## config.mk

```make
export PLATFORM = sky130hd
export DESIGN_NAME = bha_ram
export DESIGN_NICKNAME = d
export VERILOG_FILES = /design/src/bha_ram.sv
export SDC_FILE = /design/constraint.sdc
export NUM_CORES = 1
export LEC_CHECK = 0
export BUFFER_PORTS_ARGS = -buffer_cell sky130_fd_sc_hd__buf_2
export CAP_MARGIN = 5
export CORE_MARGIN = 5
export CORE_UTILIZATION = 25
export CTS_BUF_LIST = sky130_fd_sc_hd__clkbuf_8
export DETAILED_ROUTE_END_ITERATION = 6
export PLACE_DENSITY = 0.46
export SYNTH_ARGS = -nofsm -noshare
export SYNTH_HDL_FRONTEND = slang
export SYNTH_SLANG_ARGS = --single-unit
export TNS_END_PERCENT = 30
```

## constraint.sdc

```tcl
create_clock -name clk -period 2.6 [get_ports clk]
set_input_delay 0.78 -clock clk [delete_from_list [all_inputs] [get_ports clk]]
set_output_delay 0.78 -clock clk [all_outputs]
set_load 0.01 [all_outputs]
```

## src/bha_ram.sv

```systemverilog
// Simple dual-port RAM: one write port, one registered read port.
`timescale 1ns / 1ps
module bha_ram #(
	parameter int WIDTH = 8,
	parameter int DEPTH = 16
) (
	input  logic                     clk,
	input  logic                     we,
	input  logic [$clog2(DEPTH)-1:0] waddr,
	input  logic [WIDTH-1:0]         wdata,
	input  logic [$clog2(DEPTH)-1:0] raddr,
	output logic [WIDTH-1:0]         rdata
);

	logic [WIDTH-1:0] mem [DEPTH];

	// Write port
	always_ff @(posedge clk) begin
		if (we) begin
			mem[waddr] <= wdata;
		end
	end

	// Registered read port
	always_ff @(posedge clk) begin
		rdata <= mem[raddr];
	end

endmodule
```

After elaboration in Yosys (flattened, before gate mapping)
Memory sizes are Yosys's and may differ from the RTL's. A register that Yosys moved wholly into a read port is not among the register bits.
Index checks and enable logic that the tools add are counted.
{ "totals": {"register_bits": 0, "ramBits": 128, "input_bits": 18, "wordCells": 3, "mem_count": 1} }
{ "mem_list": {"columns": ["memory", "depth", "word_bits", "rd", "rd_clocked_by_memory_dff", "write_ports", "line_no", "text"], "rows": [
  ["mem", 16, 8, 1, 1, 1, "15", "logic [WIDTH-1:0] mem [DEPTH];"]
]} }
{ "classes": {"n_mux": 2} }
{ "op_table": {"columns": ["cell", "n"], "rows": [
  ["$mux 1", 2]
]} }

Longest topological paths before layout
{ "depth": {"depth_word": 2, "mapped_depth": 5, "ltp_nobuf": 3} }

Worst setup path after synthesis
No wires, ideal clock.
{ "synth_timing": {"path_kind": "input -> register", "start": "input waddr[2]", "end": "memory mem[0][0], enable pin", "arrival_ns": 1.890, "path_slack_ns": 0.327, "stages": 2, "n_path_buf": 0, "cell_sequence": "or3b_2 > nor3_1"} }
{ "synth_lines": {"columns": ["item", "line_no", "text"], "rows": [
  ["start, declared", "9", "input logic [$clog2(DEPTH)-1:0] waddr,"],
  ["end, declared", "15", null]
]} }
Straight into the memory's write port.

==> results.md <==
- Via density: roughly 4.3
- Register area share after synthesis: 0.7778
- Diode count: 0
- Slew Limit Fails: 0
- PostCTS Resize Cnt: 0
- Avg Synthesized Cell Area: 22.48 µm²
- Worst slack, placed: 0.3103 ns
- Synth top area cells: edfxtp_1, mux4_2, mux4_1
- RSZ-0062 raised after global routing: false
- Drt first pass iters: 4
- Synthesized flop and latch total: 136
- Highest-delay cell along the critical path: mux4_1
- Yosys warning total: 0
- Post-Syn Instances: 229
- DRT iter0 DRCs: 243
- Total number of vias: between 2000 and 2500
- HP Class: flop to flop
- Fin crit share: 0.7110
- GR Overflow Total: 0
- Synth top cells by count: edfxtp_1, mux4_2, a22oi_1
- Die area: between 20000 and 25000 µm²
- Total CTS buffers: 17
- Most common cell in the netlist: edfxtp_1
- Routed Antenna Nets: 0
- First-pass GRT wire length: 16790 µm
- Root Driver: clkbuf_8
- CP Capture Type: flop
- Post-synth top area share: 0.7467
- Outcome: finished, final reports clean
- Multi-input gate area: 1057 µm²
- Layout cells sized above 1: 0.3278
- # placed instances: 540
- VDD IR max: 427.6 µV
- Hpwl dp: 7374 µm
- PD cells: between 700 and 800 nW/µm²
- Initial antenna violation count: 0
- Final Power: 4.433 mW
- Max Buffers Root-to-Sink: 2
- Die Height: 153.5 µm
- Worst-margin pin slew: 0.4314 ns
- Sink Count: between 100 and 150
- Syn nets: 247
- Clk_lat worst skew: 0.43 ns
- Initial Util: 0.2544
- IO buf count: 25
- # setup viols final: 0
- Setup CP Type: input pin to flop
- Clk_skew: about 0.0065 ns
- Register area: 4004 µm²
- Number of distinct library cells after synthesis: 19
- Hold Violations, Final: 0
- Post-CTS setup buffers: 0
- Post-synth EDFFs: 128
- Placed Area: ~5800 µm²
- Std-Cell Rows: 52
- Crit Path Max Fanout: 18
- Crit path DAT: between 2 and 2.5 ns
- Final RePlAce weighted congestion: roughly 0.67
- Routed WL: 11040 µm
- Largest net degree at the start of global routing: 33
- Worst Setup Start Kind: input pin
- Setup_tns: 0 ns
- Area leader, netlist: edfxtp_1
- Post-route cell area: 6161 µm²
- Die width: between 150 and 200 µm
- Crit path time final: about 1.8 ns
- Post-synth top flop: edfxtp_1
- Critical path, cell by cell: buf_2 > buf_12 > mux4_1 > a22oi_1 > nand2_1
- Worst path bufs/invs: 2
- IO Count: 26
- Vias in the first global route: 2632
- Nets@finish: 307
- Critical path's largest stage delay: about 0.56 ns
- H-tree Lvls: 4
- # DRC: 0
- CTS tree: built
- Reg clk slew, reported paths: 0.07 ns
- Async S/R FF share, synth: 0
- Final Util: 0.3045
- Layout area overhead: 19.69%
- DR WL/cell: 19.29 µm
- Total GRT Usage: 0.09802
- Post-Layout Cell Count: about 570
- Core area: 20230 µm²
- Relative slew slack: 0.7124
- # hold bufs at CTS: 0
- Maximum capacitance violations: 0
- Cell area after synthesis: 5147 µm²
- Crit-path leading delay family: multiplexers
- CP required: 2.92 ns
- PnR worst setup slack: 0.7515 ns
- Fillers: 1944
- Max Clock Freq: 0.5410 GHz
- Worst hold slack: 0.6808 ns
- Cell leakage power: 2.060 nW
logic make-up (layout without fill, tap and decap cells):
group	after synthesis	count (layout)	synth area share
muxes	32	32	0.1502
buffers and inverters	10	83	0.01677
AOI/OAI and AO/OA	16	16	0.02334
and+or+nand+nor	35	35	0.03184
DFF	136	136	0.7778
registers in the layout, summed over array words and instances (netlist names):
register and cells:
mem 128, rdata 8
metal layers:
| layer | share of wire | up-vias | GRT usage |
|---|---|---|---|
| met4 | 0.014 | 0 | 0.03659 |
| met5 | 0 | - | 0 |
| met1 | 0.46 | 1300 | 0.1301 |
| li1 | - | 1091 | - |
| met2 | 0.49 | 58 | 0.1527 |
| met3 | 0.042 | 15 | 0.02923 |
path summary, 6_finish.rpt:
check | from | end | slack (ns) | depth (start not counted)
max reg2reg | mem[1][1] | rdata[1] | 1.14 | 3
min | mem[15][7] | rdata[7] | 0.68 | 3
min reg2reg | mem[15][7] | rdata[7] | 0.68 | 3
max | raddr[0] | rdata[1] | 0.75 | 5
report_power, final:
group	total (mW)	switching [mW]	internal [mW]	leakage, nW
clock network	1.72	0.757	0.965	0.214
logic	0.246	0.141	0.104	0.622
registers	2.47	0.0175	2.45	1.22
total	4.43	0.915	3.52	2.06
final cells by class:
type | count | share of cell area
Multi-Input combinational cell | 83 | 0.1716
Tap cell | 270 | 0.05483
Timing Repair Buffer | 51 | 0.05808
Clock inverter | 10 | 0.01645
Sequential cell | 136 | 0.6499
Clock buffer | 22 | 0.04915
layout by cell type, fill, tap and decap left out, types with 3 or more instances in the layout:
cell and n:
inv_1 3, nor3_1 4, buf_2 25, clkbuf_8 22, buf_12 3, edfxtp_1 128, clkinv_2 3, nor2_1 13
mux4_1 14, dfxtp_1 8, nand2_1 9, buf_4 23, a22oi_1 16, mux4_2 18
tightest hold or removal path: stages (launching register included):
cell and delay [ns]:
edfxtp_1 0.32, mux4_2 0.22, a22oi_1 0.06, nand2_1 0.05
(Power assumes the default switching activity.)
